--- config.mk ---
export PLATFORM = sky130hd
export DESIGN_NAME = measurement_stream_resampler_core
export DESIGN_NICKNAME = d
export VERILOG_FILES = /design/src/sv/msr_pkg.sv /design/src/sv/measurement_stream_resampler_core.sv
export SDC_FILE = /design/constraint.sdc
export NUM_CORES = 2
export LEC_CHECK = 0
export BUFFER_PORTS_ARGS = -buffer_cell sky130_fd_sc_hd__buf_2
export CORE_MARGIN = 1.5
export CORE_UTILIZATION = 40
export CTS_CLUSTER_DIAMETER = 40
export CTS_CLUSTER_SIZE = 24
export DETAILED_ROUTE_END_ITERATION = 10
export PLACE_DENSITY_LB_ADDON = 0.15
export SYNTH_ARGS = -nofsm -noshare
export SYNTH_HDL_FRONTEND = slang
export SYNTH_SLANG_ARGS = --single-unit
--- constraint.sdc ---
create_clock -name clk -period 24 [get_ports clk]
set_input_delay 0 -clock clk [delete_from_list [all_inputs] [get_ports clk]]
set_output_delay 0 -clock clk [all_outputs]
set_load 0.02 [all_outputs]
--- src/sv/msr_pkg.sv ---
// msr_pkg: shared widths, types and reset constants for the measurement stream resampler
// no dependencies
package msr_pkg;

  localparam int TIME_W      = 48;
  localparam int VAL_W       = 32;
  localparam int IVL_W       = 20;
  localparam int VALUE_COUNT = 6;

  localparam logic [IVL_W-1:0] IVL_RESET = IVL_W'(50000);

  typedef logic [TIME_W-1:0] time_t;
  typedef logic [VAL_W-1:0]  val_t;
  typedef logic [IVL_W-1:0]  ivl_t;

endpackage

--- src/sv/measurement_stream_resampler_core.sv ---
// measurement_stream_resampler_core: puts timestamped track states on a fixed time grid
// depends on msr_pkg
//
// usage
// - input channel in_valid/in_ready carries one sample: in_sample_time and six Q16.16 values
// - result channel out_valid/out_ready carries one grid point: out_grid_time and six values
// - cfg_valid/cfg_ready writes the grid spacing; cfg_ready is always high, write only when idle
// - the first sample after reset is passed through and becomes the last grid point
// - a later sample more than one interval past the last grid point gives one grid point at
//   last time plus interval, interpolated with one shared fraction; other samples give nothing
// - the fraction comes from a restoring divider, one quotient bit per cycle,
//   then six lanes of shift-add multipliers, one fraction bit per cycle
// - steps for an interpolated point: gap, check, divide, multiply, finish, output; for the
//   first sample: gap, first, output; a sample not ahead in time returns to idle after the gap
//   step, a gap within the interval after the check step
// - one sample at a time: in_ready is high only while idle, so a new sample waits until the
//   last one has left the final step
// - the result sits in an output register; a new sample is taken while it waits, and the
//   next result waits in its final step until the register is free
// - reset clears the interval to 50000, the grid history and the output valid flag
module measurement_stream_resampler_core
  import msr_pkg::*;
#(
  parameter int FRAC_BITS = 16
) (
  input  logic                    clk,
  input  logic                    rst_n,
  input  logic                    cfg_valid,
  output logic                    cfg_ready,
  input  logic [IVL_W-1:0]        cfg_resample_interval,
  input  logic                    in_valid,
  output logic                    in_ready,
  input  logic [TIME_W-1:0]       in_sample_time,
  input  logic signed [VAL_W-1:0] in_pos_x,
  input  logic signed [VAL_W-1:0] in_vel_x,
  input  logic signed [VAL_W-1:0] in_pos_y,
  input  logic signed [VAL_W-1:0] in_vel_y,
  input  logic signed [VAL_W-1:0] in_pos_z,
  input  logic signed [VAL_W-1:0] in_vel_z,
  output logic                    out_valid,
  input  logic                    out_ready,
  output logic [TIME_W-1:0]       out_grid_time,
  output logic signed [VAL_W-1:0] out_grid_pos_x,
  output logic signed [VAL_W-1:0] out_grid_vel_x,
  output logic signed [VAL_W-1:0] out_grid_pos_y,
  output logic signed [VAL_W-1:0] out_grid_vel_y,
  output logic signed [VAL_W-1:0] out_grid_pos_z,
  output logic signed [VAL_W-1:0] out_grid_vel_z
);

  localparam int ACC_W = VAL_W + FRAC_BITS + 2;
  localparam int CNT_W = $clog2(FRAC_BITS);

  localparam logic [2:0] S_IDLE  = 3'd0;
  localparam logic [2:0] S_GAP   = 3'd1;
  localparam logic [2:0] S_CHK   = 3'd2;
  localparam logic [2:0] S_DIV   = 3'd3;
  localparam logic [2:0] S_MUL   = 3'd4;
  localparam logic [2:0] S_FIN   = 3'd5;
  localparam logic [2:0] S_FIRST = 3'd6;
  localparam logic [2:0] S_OUT   = 3'd7;

  logic [2:0]             state_r, state_nxt;
  logic [CNT_W-1:0]       cnt_r, cnt_nxt;
  ivl_t                   ivl_r;
  logic                   have_point_r;
  logic                   out_valid_r;
  time_t                  last_time_r;
  val_t                   last_vals_r [VALUE_COUNT];
  time_t                  smp_time_r;
  val_t                   smp_vals_r [VALUE_COUNT];
  val_t                   in_vals [VALUE_COUNT];
  time_t                  gap_r;
  time_t                  rem_r;
  logic [FRAC_BITS-1:0]   frac_r;
  logic signed [VAL_W:0]  diff_r [VALUE_COUNT];
  logic signed [ACC_W-1:0] acc_r [VALUE_COUNT];
  time_t                  out_time_r;
  val_t                   out_vals_r [VALUE_COUNT];

  logic [TIME_W:0]        gap_wide;
  logic [TIME_W:0]        rem_dbl;
  logic                   rem_geq;
  logic [TIME_W:0]        rem_sub;
  logic                   cnt_last;
  logic                   out_free;
  logic                   in_xfer;

  assign in_vals[0] = in_pos_x;
  assign in_vals[1] = in_vel_x;
  assign in_vals[2] = in_pos_y;
  assign in_vals[3] = in_vel_y;
  assign in_vals[4] = in_pos_z;
  assign in_vals[5] = in_vel_z;

  assign cfg_ready = 1'b1;
  assign in_ready  = (state_r == S_IDLE);
  assign in_xfer   = in_valid && in_ready;
  assign out_free  = !out_valid_r || out_ready;
  assign cnt_last  = (cnt_r == CNT_W'(FRAC_BITS - 1));

  assign gap_wide = {1'b0, smp_time_r} - {1'b0, last_time_r};
  assign rem_dbl  = {rem_r, 1'b0};
  assign rem_geq  = (rem_dbl >= {1'b0, gap_r});
  assign rem_sub  = rem_dbl - {1'b0, gap_r};

  always_comb begin
    state_nxt = state_r;
    cnt_nxt   = cnt_r;
    case (state_r)
      S_IDLE: begin
        if (in_xfer) begin
          state_nxt = S_GAP;
        end
      end
      S_GAP: begin
        if (!have_point_r) begin
          state_nxt = S_FIRST;
        end else if (gap_wide[TIME_W] || (gap_wide == '0)) begin
          state_nxt = S_IDLE;
        end else begin
          state_nxt = S_CHK;
        end
      end
      S_CHK: begin
        cnt_nxt = '0;
        if (gap_r > TIME_W'(ivl_r)) begin
          state_nxt = S_DIV;
        end else begin
          state_nxt = S_IDLE;
        end
      end
      S_DIV: begin
        cnt_nxt = cnt_r + 1'b1;
        if (cnt_last) begin
          cnt_nxt   = '0;
          state_nxt = S_MUL;
        end
      end
      S_MUL: begin
        cnt_nxt = cnt_r + 1'b1;
        if (cnt_last) begin
          cnt_nxt   = '0;
          state_nxt = S_FIN;
        end
      end
      S_FIN:   state_nxt = S_OUT;
      S_FIRST: state_nxt = S_OUT;
      S_OUT: begin
        if (out_free) begin
          state_nxt = S_IDLE;
        end
      end
      default: state_nxt = S_IDLE;
    endcase
  end

  // control state
  always_ff @(posedge clk) begin
    if (!rst_n) begin
      state_r      <= S_IDLE;
      cnt_r        <= '0;
      ivl_r        <= IVL_RESET;
      have_point_r <= 1'b0;
      out_valid_r  <= 1'b0;
      last_time_r  <= '0;
      for (int i = 0; i < VALUE_COUNT; i++) begin
        last_vals_r[i] <= '0;
      end
    end else begin
      state_r <= state_nxt;
      cnt_r   <= cnt_nxt;
      if (cfg_valid && cfg_ready) begin
        ivl_r <= cfg_resample_interval;
      end
      if ((state_r == S_OUT) && out_free) begin
        out_valid_r <= 1'b1;
      end else if (out_valid_r && out_ready) begin
        out_valid_r <= 1'b0;
      end
      case (state_r)
        S_FIRST: begin
          have_point_r <= 1'b1;
          last_time_r  <= smp_time_r;
          for (int i = 0; i < VALUE_COUNT; i++) begin
            last_vals_r[i] <= smp_vals_r[i];
          end
        end
        S_FIN: begin
          last_time_r <= last_time_r + TIME_W'(ivl_r);
          for (int i = 0; i < VALUE_COUNT; i++) begin
            last_vals_r[i] <= last_vals_r[i]
                + val_t'((acc_r[i] + (ACC_W'(1) <<< (FRAC_BITS - 1))) >>> FRAC_BITS);
          end
        end
        default: ;
      endcase
    end
  end

  // datapath: sample capture, serial divider, serial multiplier lanes, output register
  always_ff @(posedge clk) begin
    if (in_xfer) begin
      smp_time_r <= in_sample_time;
      for (int i = 0; i < VALUE_COUNT; i++) begin
        smp_vals_r[i] <= in_vals[i];
      end
    end
    case (state_r)
      S_GAP: gap_r <= gap_wide[TIME_W-1:0];
      S_CHK: begin
        rem_r <= TIME_W'(ivl_r);
        for (int i = 0; i < VALUE_COUNT; i++) begin
          diff_r[i] <= {smp_vals_r[i][VAL_W-1], smp_vals_r[i]}
                     - {last_vals_r[i][VAL_W-1], last_vals_r[i]};
          acc_r[i]  <= '0;
        end
      end
      S_DIV: begin
        rem_r  <= rem_geq ? rem_sub[TIME_W-1:0] : rem_dbl[TIME_W-1:0];
        frac_r <= {frac_r[FRAC_BITS-2:0], rem_geq};
      end
      S_MUL: begin
        frac_r <= {frac_r[FRAC_BITS-2:0], 1'b0};
        for (int i = 0; i < VALUE_COUNT; i++) begin
          acc_r[i] <= (acc_r[i] <<< 1)
              + (frac_r[FRAC_BITS-1] ? ACC_W'(diff_r[i]) : ACC_W'(0));
        end
      end
      S_OUT: begin
        if (out_free) begin
          out_time_r <= last_time_r;
          for (int i = 0; i < VALUE_COUNT; i++) begin
            out_vals_r[i] <= last_vals_r[i];
          end
        end
      end
      default: ;
    endcase
  end

  assign out_valid      = out_valid_r;
  assign out_grid_time  = out_time_r;
  assign out_grid_pos_x = out_vals_r[0];
  assign out_grid_vel_x = out_vals_r[1];
  assign out_grid_pos_y = out_vals_r[2];
  assign out_grid_vel_y = out_vals_r[3];
  assign out_grid_pos_z = out_vals_r[4];
  assign out_grid_vel_z = out_vals_r[5];

  // divider remainder stays below the gap
  a_rem_below_gap: assert property (@(posedge clk) disable iff (!rst_n)
    (state_r == S_DIV) |-> (rem_r < gap_r))
    else $error("divider remainder not below gap");

  // a grid point is only ever loaded from the final step
  a_out_from_out_state: assert property (@(posedge clk) disable iff (!rst_n)
    $rose(out_valid_r) |-> $past(state_r == S_OUT))
    else $error("output loaded outside final step");

  // once a grid point exists it is never forgotten
  a_have_point_sticky: assert property (@(posedge clk) disable iff (!rst_n)
    have_point_r |=> have_point_r)
    else $error("grid history lost");

  // interpolation only runs with a grid point in hand
  a_interp_needs_point: assert property (@(posedge clk) disable iff (!rst_n)
    ((state_r == S_DIV) || (state_r == S_MUL) || (state_r == S_FIN)) |-> have_point_r)
    else $error("interpolation without grid point");

endmodule
# Word level (Yosys, flattened, before mapping)
# Memory sizes are Yosys's and may differ from the RTL's.
# Index checks and enable logic that the tools add are counted.
dict set report op_classes {
  n_addsub 28
  n_bitwise 18
  n_eq_ne 12
  mux 56
  reduce_logical 17
  n_lt_le_gt_ge 2
}
# operator count
set op_table {}
lappend op_table {{$mux 50} 12}
lappend op_table {{$mux 32} 12}
lappend op_table {{$add 50x50->50} 6}
lappend op_table {{$add 48x17->48 const B} 6}
lappend op_table {{$sub 32x32->33} 6}
lappend op_table {{$add 32x32->32} 6}
lappend op_table {{$pmux 48 s2} 2}
lappend op_table {{$ge 49x48->1} 1}
lappend op_table {{$logic_not 49->1} 1}
lappend op_table {{$sub 48x48->49} 1}
lappend op_table {{$add 48x20->48} 1}
lappend op_table {{$gt 48x20->1} 1}
lappend op_table {{$mux 48} 1}
lappend op_table {{$sub 48x48->48} 1}
lappend op_table {{$pmux 16 s2} 1}
lappend op_table {{$pmux 3 s7} 1}
lappend op_table {{$mux 1} 18}
lappend op_table {{$or 1x1->1} 18}
lappend op_table {{$mux 3} 5}
lappend op_table {{$eq 3x3->1 const B} 4}
lappend op_table {{$reduce_bool 2->1} 5}
lappend op_table {{$pmux 4 s2} 1}
lappend op_table {{$eq 3x2->1 const B} 2}
lappend op_table {{$ne 2x2->1 const B} 3}
lappend op_table {{13 further kinds} 18}
dict set report totals {
  out_inout_bits 243
  mem_bits_rw 1074
  ff_bits 285
  word_cells 149
  memories 5
  input_bits 265
}
# memory depth width read_ports rd_ports_with_merged_regs wr line
set memory_table {}
lappend memory_table {acc_r 6 50 6 0 6 measurement_stream_resampler_core.sv:77} ;# logic signed [ACC_W-1:0] acc_r [VALUE_COUNT];
lappend memory_table {diff_r 6 33 6 0 6 measurement_stream_resampler_core.sv:76} ;# logic signed [VAL_W:0] diff_r [VALUE_COUNT];
lappend memory_table {last_vals_r 6 32 6 0 6 measurement_stream_resampler_core.sv:69} ;# val_t last_vals_r [VALUE_COUNT];
lappend memory_table {out_vals_r 6 32 6 0 6 measurement_stream_resampler_core.sv:79} ;# val_t out_vals_r [VALUE_COUNT];
lappend memory_table {smp_vals_r 6 32 6 0 6 measurement_stream_resampler_core.sv:71} ;# val_t smp_vals_r [VALUE_COUNT];

# Depth between registers and ports, before layout
dict set report logic_depth {
  word_depth 6
  mapped_depth 21
  depth_no_buf 21
}

# Least setup slack after synthesis
# No wires, ideal clock.
dict set report synth_timing {
  kind {reg2reg}
  start {register state_r[2]}
  end {memory acc_r[0][0] (netlist bit), enable pin}
  synth_period_minus_slack_ns 22.126
  setup_slack_ns 1.874
  n_path_buf 1
  required_ns 22.664
  arrival_ns 20.790
  stages_incl_launch_ff 4
  path_cell_list {dfxtp_1 > clkbuf_1 > nand2b_1 > o21ai_0}
}
# element line
set synth_lines {}
lappend synth_lines {{start, declared} measurement_stream_resampler_core.sv:63} ;# logic [2:0] state_r, state_nxt;
lappend synth_lines {{start signal, assigned} measurement_stream_resampler_core.sv:171} ;# state_r <= state_nxt;
lappend synth_lines {{end, declared} measurement_stream_resampler_core.sv:77}

==> metrics.txt <==
# TYPE chip_impl_metric gauge
chip_impl_metric{name="post-route-worst-setup-slack",unit="ns"} 18.74
chip_impl_metric{name="area.sequential",unit="sq mm"} 0.0397
chip_impl_metric{name="timing.slew.headroom",unit=""} 0.186
chip_impl_info{name="cpMaxStageDelayCell",value="sky130_fd_sc_hd__a21boi_0"} 1
chip_impl_metric{name="synth-seq-cells",unit=""} 1347
chip_impl_metric{name="tightestPinTransition",unit="ns"} 1.22
chip_impl_metric{name="dieHeight",unit="microns"} 474
chip_impl_metric{name="grt_start_max_net_pins",unit=""} 143
chip_impl_metric{name="port_buffers",unit=""} 506
chip_impl_metric{name="fin_hold_ws",unit="ns"} 0.216
chip_impl_metric{name="area_growth",unit="%"} 23.8
chip_impl_info{name="run_status",value="finished, final reports clean"} 1
chip_impl_metric{name="max-cap-violations",unit=""} 0
chip_impl_metric{name="grt.total_usage",unit=""} 0.226
chip_impl_info{name="synth.cells.most_frequent",value="1,270 x sky130_fd_sc_hd__edfxtp_1, 797 x sky130_fd_sc_hd__ha_1, 696 x sky130_fd_sc_hd__a21oi_1"} 1
chip_impl_metric{name="share_of_synthesized_area_spent_on_multiplexers",unit=""} 0.00340
chip_impl_info{name="post_synth_main_area_contributors",value="sky130_fd_sc_hd__edfxtp_1 43%, sky130_fd_sc_hd__ha_1 11%, sky130_fd_sc_hd__xnor2_1 5.3%"} 1
chip_impl_metric{name="post_synthesis_compound_gate_area_fraction",unit=""} 0.174
chip_impl_metric{name="grt_antenna_before_repair",unit=""} 11
chip_impl_info{name="cts_root_buf",value="sky130_fd_sc_hd__clkbuf_16"} 1
chip_impl_metric{name="path_clk_slew",unit="ns"} 0.05
chip_impl_metric{name="post_synth_inst_count",unit=""} 8786
chip_impl_info{name="worstSetupStartpointType",value="flop"} 1
chip_impl_metric{name="setup_ws_pre_cts",unit="ns"} 18.74
chip_impl_metric{name="synth_fa_ha_area_frac",unit=""} 0.117
chip_impl_metric{name="postRouteWirelength",unit="microns"} 260000
chip_impl_info{name="timing.critical_path.max_delay_family",value="compound AO/OA/AOI/OAI gates"} 1
chip_impl_metric{name="grt_first_pass_wirelength",unit="microns"} 401000
chip_impl_metric{name="power.ir.vdd_worst",unit="mV"} 0.0670
chip_impl_info{name="hp-class",value="input port to flop"} 1
chip_impl_metric{name="drc",unit=""} 0
chip_impl_metric{name="place_congestion",unit=""} 0.893
chip_impl_metric{name="max_freq",unit="GHz"} 0.190
chip_impl_metric{name="ant_nets",unit=""} 0
chip_impl_info{name="reg2reg_capture_point",value="acc_r[0][245]"} 1
chip_impl_metric{name="hold_viol",unit=""} 0
chip_impl_metric{name="remaining_overflow_grt",unit=""} 0
chip_impl_metric{name="synth_seq_area_share",unit=""} 0.448
chip_impl_metric{name="finish.net_count",unit=""} 11100
chip_impl_metric{name="final_cell_count_no_fill",unit=""} 13200
chip_impl_metric{name="rrSetupSlack",unit="ns"} 18.74
chip_impl_metric{name="setup_viol_count_final",unit=""} 0
chip_impl_metric{name="drive_gt1_frac",unit=""} 0.108
chip_impl_metric{name="mappedNetlistNets",unit=""} 9869
chip_impl_info{name="post-synth-top-count-cell",value="sky130_fd_sc_hd__edfxtp_1"} 1
chip_impl_info{name="tritoncts",value="yes"} 1
chip_impl_info{name="synth_top_area_cell",value="sky130_fd_sc_hd__edfxtp_1"} 1
chip_impl_metric{name="postCtsSetupRepairBufs",unit=""} 0
chip_impl_metric{name="netlist_area",unit="sq mm"} 0.0886
chip_impl_metric{name="drt-initial-drc-count",unit=""} 4983
chip_impl_metric{name="post-route-period-util",unit=""} 0.219
chip_impl_metric{name="yosys.area_share.simple",unit=""} 0.144
chip_impl_metric{name="die_x",unit="microns"} 474
chip_impl_metric{name="totalNegativeSetupSlack",unit="ns"} 0
chip_impl_metric{name="final.min_clock_period",unit="ns"} 5.26
chip_impl_info{name="min_to",value="ivl_r[8]"} 1
chip_impl_metric{name="cts_hold_buffers",unit=""} 565
chip_impl_info{name="hold_path_startpoint",value="cfg_valid"} 1
chip_impl_metric{name="cts-htree-levels",unit=""} 5
chip_impl_metric{name="vias",unit=""} 71500
chip_impl_info{name="endpoint_kind",value="flop"} 1
chip_impl_info{name="ys_dominant_reg_cell",value="sky130_fd_sc_hd__edfxtp_1"} 1
chip_impl_metric{name="via_count_of_the_first_global_routing_pass",unit=""} 70900
chip_impl_metric{name="worst_r2r_path_depth",unit=""} 18
chip_impl_metric{name="post_synth_num_cell_types",unit=""} 99
chip_impl_metric{name="cp.arrival",unit="ns"} 5.87
chip_impl_metric{name="worstPathRequired",unit="ns"} 24.61
chip_impl_metric{name="core_area",unit="sq mm"} 0.220
chip_impl_metric{name="max_stage_delay",unit="ns"} 0.59
chip_impl_metric{name="p_sw_frac",unit=""} 0.382
chip_impl_info{name="setup_repair_after_global_routing_missed_its_margin",value="no"} 1
chip_impl_metric{name="max-clock-path-buffers",unit=""} 4
chip_impl_metric{name="fillers",unit=""} 20100
chip_impl_metric{name="initial_utilization",unit=""} 0.403
chip_impl_metric{name="cellInternalPower",unit="mW"} 8.20
chip_impl_metric{name="placedCellCount",unit=""} 12100
chip_impl_metric{name="power_switching",unit="mW"} 5.07
chip_impl_metric{name="synth_enable_flop_cells",unit=""} 1270
chip_impl_metric{name="total_leakage_power",unit="nW"} 44.8
chip_impl_metric{name="post_dp_hpwl",unit="microns"} 188000
chip_impl_metric{name="ios",unit=""} 508
chip_impl_metric{name="worstPathMaxFanout",unit=""} 142
chip_impl_metric{name="clock_sinks",unit=""} 1347
chip_impl_metric{name="clk-insertion-delay-late",unit="ns"} 0.93
chip_impl_metric{name="synth_area_per_cell",unit="sq um"} 10.1
chip_impl_metric{name="hold_path_depth",unit=""} 3
chip_impl_metric{name="area_of_combinational_cells_with_multiple_inputs",unit="sq mm"} 0.0462
chip_impl_metric{name="power-per-cell-area",unit="mW/mm^2"} 121
chip_impl_metric{name="seqPwrFrac",unit=""} 0.290
chip_impl_metric{name="floorplan.die_area",unit="sq mm"} 0.224
chip_impl_metric{name="worst_clock_skew",unit="ns"} 0.0881
chip_impl_metric{name="cts_resized",unit=""} 0
chip_impl_metric{name="cts_buffers",unit=""} 286
chip_impl_metric{name="postSynth.asyncResetShare",unit=""} 0
chip_impl_metric{name="synth_largest_type_area_fraction",unit=""} 0.430
chip_impl_metric{name="power.share.combinational",unit=""} 0.412
chip_impl_metric{name="yosys_warnings",unit=""} 0
chip_impl_info{name="critical_path.cell_chain",value="buf_4 > buf_12 > and2_1 > ha_1 > inv_1 > fa_1 > nand2b_1 > a21oi_1 > o311ai_1 > a21boi_0 > o21ai_1 > nand3_1 > a41oi_1 > o21ai_1 > a21boi_0 > o41ai_1 > xnor2_1 > nor2_1"} 1
chip_impl_info{name="dominant_combinational_cell_family_by_area_after_synthesis",value="compound AO/OA/AOI/OAI gates"} 1
chip_impl_metric{name="first_pass_iters",unit=""} 5
chip_impl_metric{name="rows",unit=""} 172
chip_impl_metric{name="critical_path_buf_inv_count",unit=""} 3
chip_impl_info{name="worstSetupPathType",value="flop to flop"} 1
chip_impl_info{name="r2r-start",value="frac_r[15]"} 1
chip_impl_metric{name="report.final.slew_viol_count",unit=""} 0
chip_impl_metric{name="yosys.area_share.xor_xnor",unit=""} 0.0819
chip_impl_metric{name="post_drt_via_cell_ratio",unit=""} 5.44
chip_impl_metric{name="share_clk_of_total_power",unit=""} 0.299
chip_impl_metric{name="wire_per_inst",unit="microns"} 19.8
[logic make-up after synthesis]
| group | Yosys count |
|---|---|
| other | 1 |
| AO/OA/AOI/OAI | 2408 |
| adder cells (fa/ha/maj) | 818 |
| XOR/XNOR | 829 |
| AND/OR/NAND/NOR | 2598 |
| flip-flops | 1347 |
| multiplexers | 30 |
| buffers and inverters | 755 |
[state kept, by name, indices dropped and copies added, names as in the netlist]
signal / cells
out_valid: 1
cnt_r: 4
diff_r: 198
smp_time_r: 48
rem_r: 48
last_time_r: 48
state_r: 3
out_grid_time: 48
acc_r: 288
ivl_r: 20
have_point_r: 1
frac_r: 16
gap_r: 48
out_vals_r: 192
last_vals_r: 192
smp_vals_r: 192
[through the flow]
step,util,area [sq um],power (mW)
after global placement,0.430,94500,9.16
final,0.499,110000,13.3
after global routing,0.499,110000,14.1
after CTS,0.499,110000,13.3
after detailed placement,0.430,94500,9.21
after floorplan,-,88600,8.03
[power groups by stage]
stage / combinational, mW / sequential [mW] / clock [mW]
3_3_place_gp: 5.28 / 3.88 / 0
3_5_place_dp: 5.33 / 3.88 / 0
4_1_cts: 5.45 / 3.85 / 4.04
5_1_grt: 6.11 / 3.90 / 4.14
2_1_floorplan: 4.11 / 3.92 / 0
6_report: 5.46 / 3.84 / 3.96
[metal layers]
layer | global-route usage | wire, microns
met1 | 0.311 | 121000
met2 | 0.364 | 118000
met3 | 0.0285 | 11600
met4 | 0.0852 | 9580
met5 | 0 | 0
[worst max-delay path by stage]
stage / start / end / slack (ns) / cells after the start
3_3_place_gp: frac_r[15] / acc_r[0][245] / 18.84 / 18
4_1_cts: frac_r[15] / acc_r[0][245] / 18.75 / 18
3_5_place_dp: frac_r[15] / acc_r[0][245] / 18.74 / 18
2_1_floorplan: state_r[2] / acc_r[0][0] / 1.87 / 3
5_1_grt: frac_r[15] / acc_r[0][245] / 18.33 / 18
6_report: frac_r[15] / acc_r[0][245] / 18.74 / 18
[area by class of cell]
class                      count  share of cell area
timing repair buffer        1112              0.0778
clock buffer                 308              0.0665
multi-input combinational   6684               0.421
antenna                        4           0.0000912
clock inverter               190              0.0206
inverter                     549              0.0189
tap                         2958              0.0337
sequential                  1347               0.362
[layout by cell type, fill, tap and decap left out, drive strengths merged, types with 70 or more instances in the layout]
cell	netlist	layout
buf	22	547
edfxtp	1270	1270
nand2	608	608
o21ai	557	557
clkbuf	184	308
a21o	363	363
dlygate4sd3	0	565
and2	240	240
xnor2	533	533
a211oi	70	70
dfxtp	77	77
o21bai	106	106
o21a	99	99
nand2b	133	133
clkinv	0	83
xor2	296	296
nor2b	122	122
ha	797	797
nor3	142	142
and3	109	109
nand4	108	108
nand3	231	231
inv	549	595
nor2	686	686
a21oi	697	697
[worst register-to-register path, stage by stage (launching register included)]
cell and delay (ns):
sky130_fd_sc_hd__edfxtp_1 0.33, sky130_fd_sc_hd__buf_4 0.26, sky130_fd_sc_hd__buf_12 0.48, sky130_fd_sc_hd__and2_1 0.35, sky130_fd_sc_hd__ha_1 0.16, sky130_fd_sc_hd__inv_1 0.06, sky130_fd_sc_hd__fa_1 0.41, sky130_fd_sc_hd__nand2b_1 0.17
sky130_fd_sc_hd__a21oi_1 0.23, sky130_fd_sc_hd__o311ai_1 0.15, sky130_fd_sc_hd__a21boi_0 0.59, sky130_fd_sc_hd__o21ai_1 0.20, sky130_fd_sc_hd__nand3_1 0.19, sky130_fd_sc_hd__a41oi_1 0.19, sky130_fd_sc_hd__o21ai_1 0.30, sky130_fd_sc_hd__a21boi_0 0.23
sky130_fd_sc_hd__o41ai_1 0.45, sky130_fd_sc_hd__xnor2_1 0.17, sky130_fd_sc_hd__nor2_1 0.05
Power figures use the tool's default switching activity.
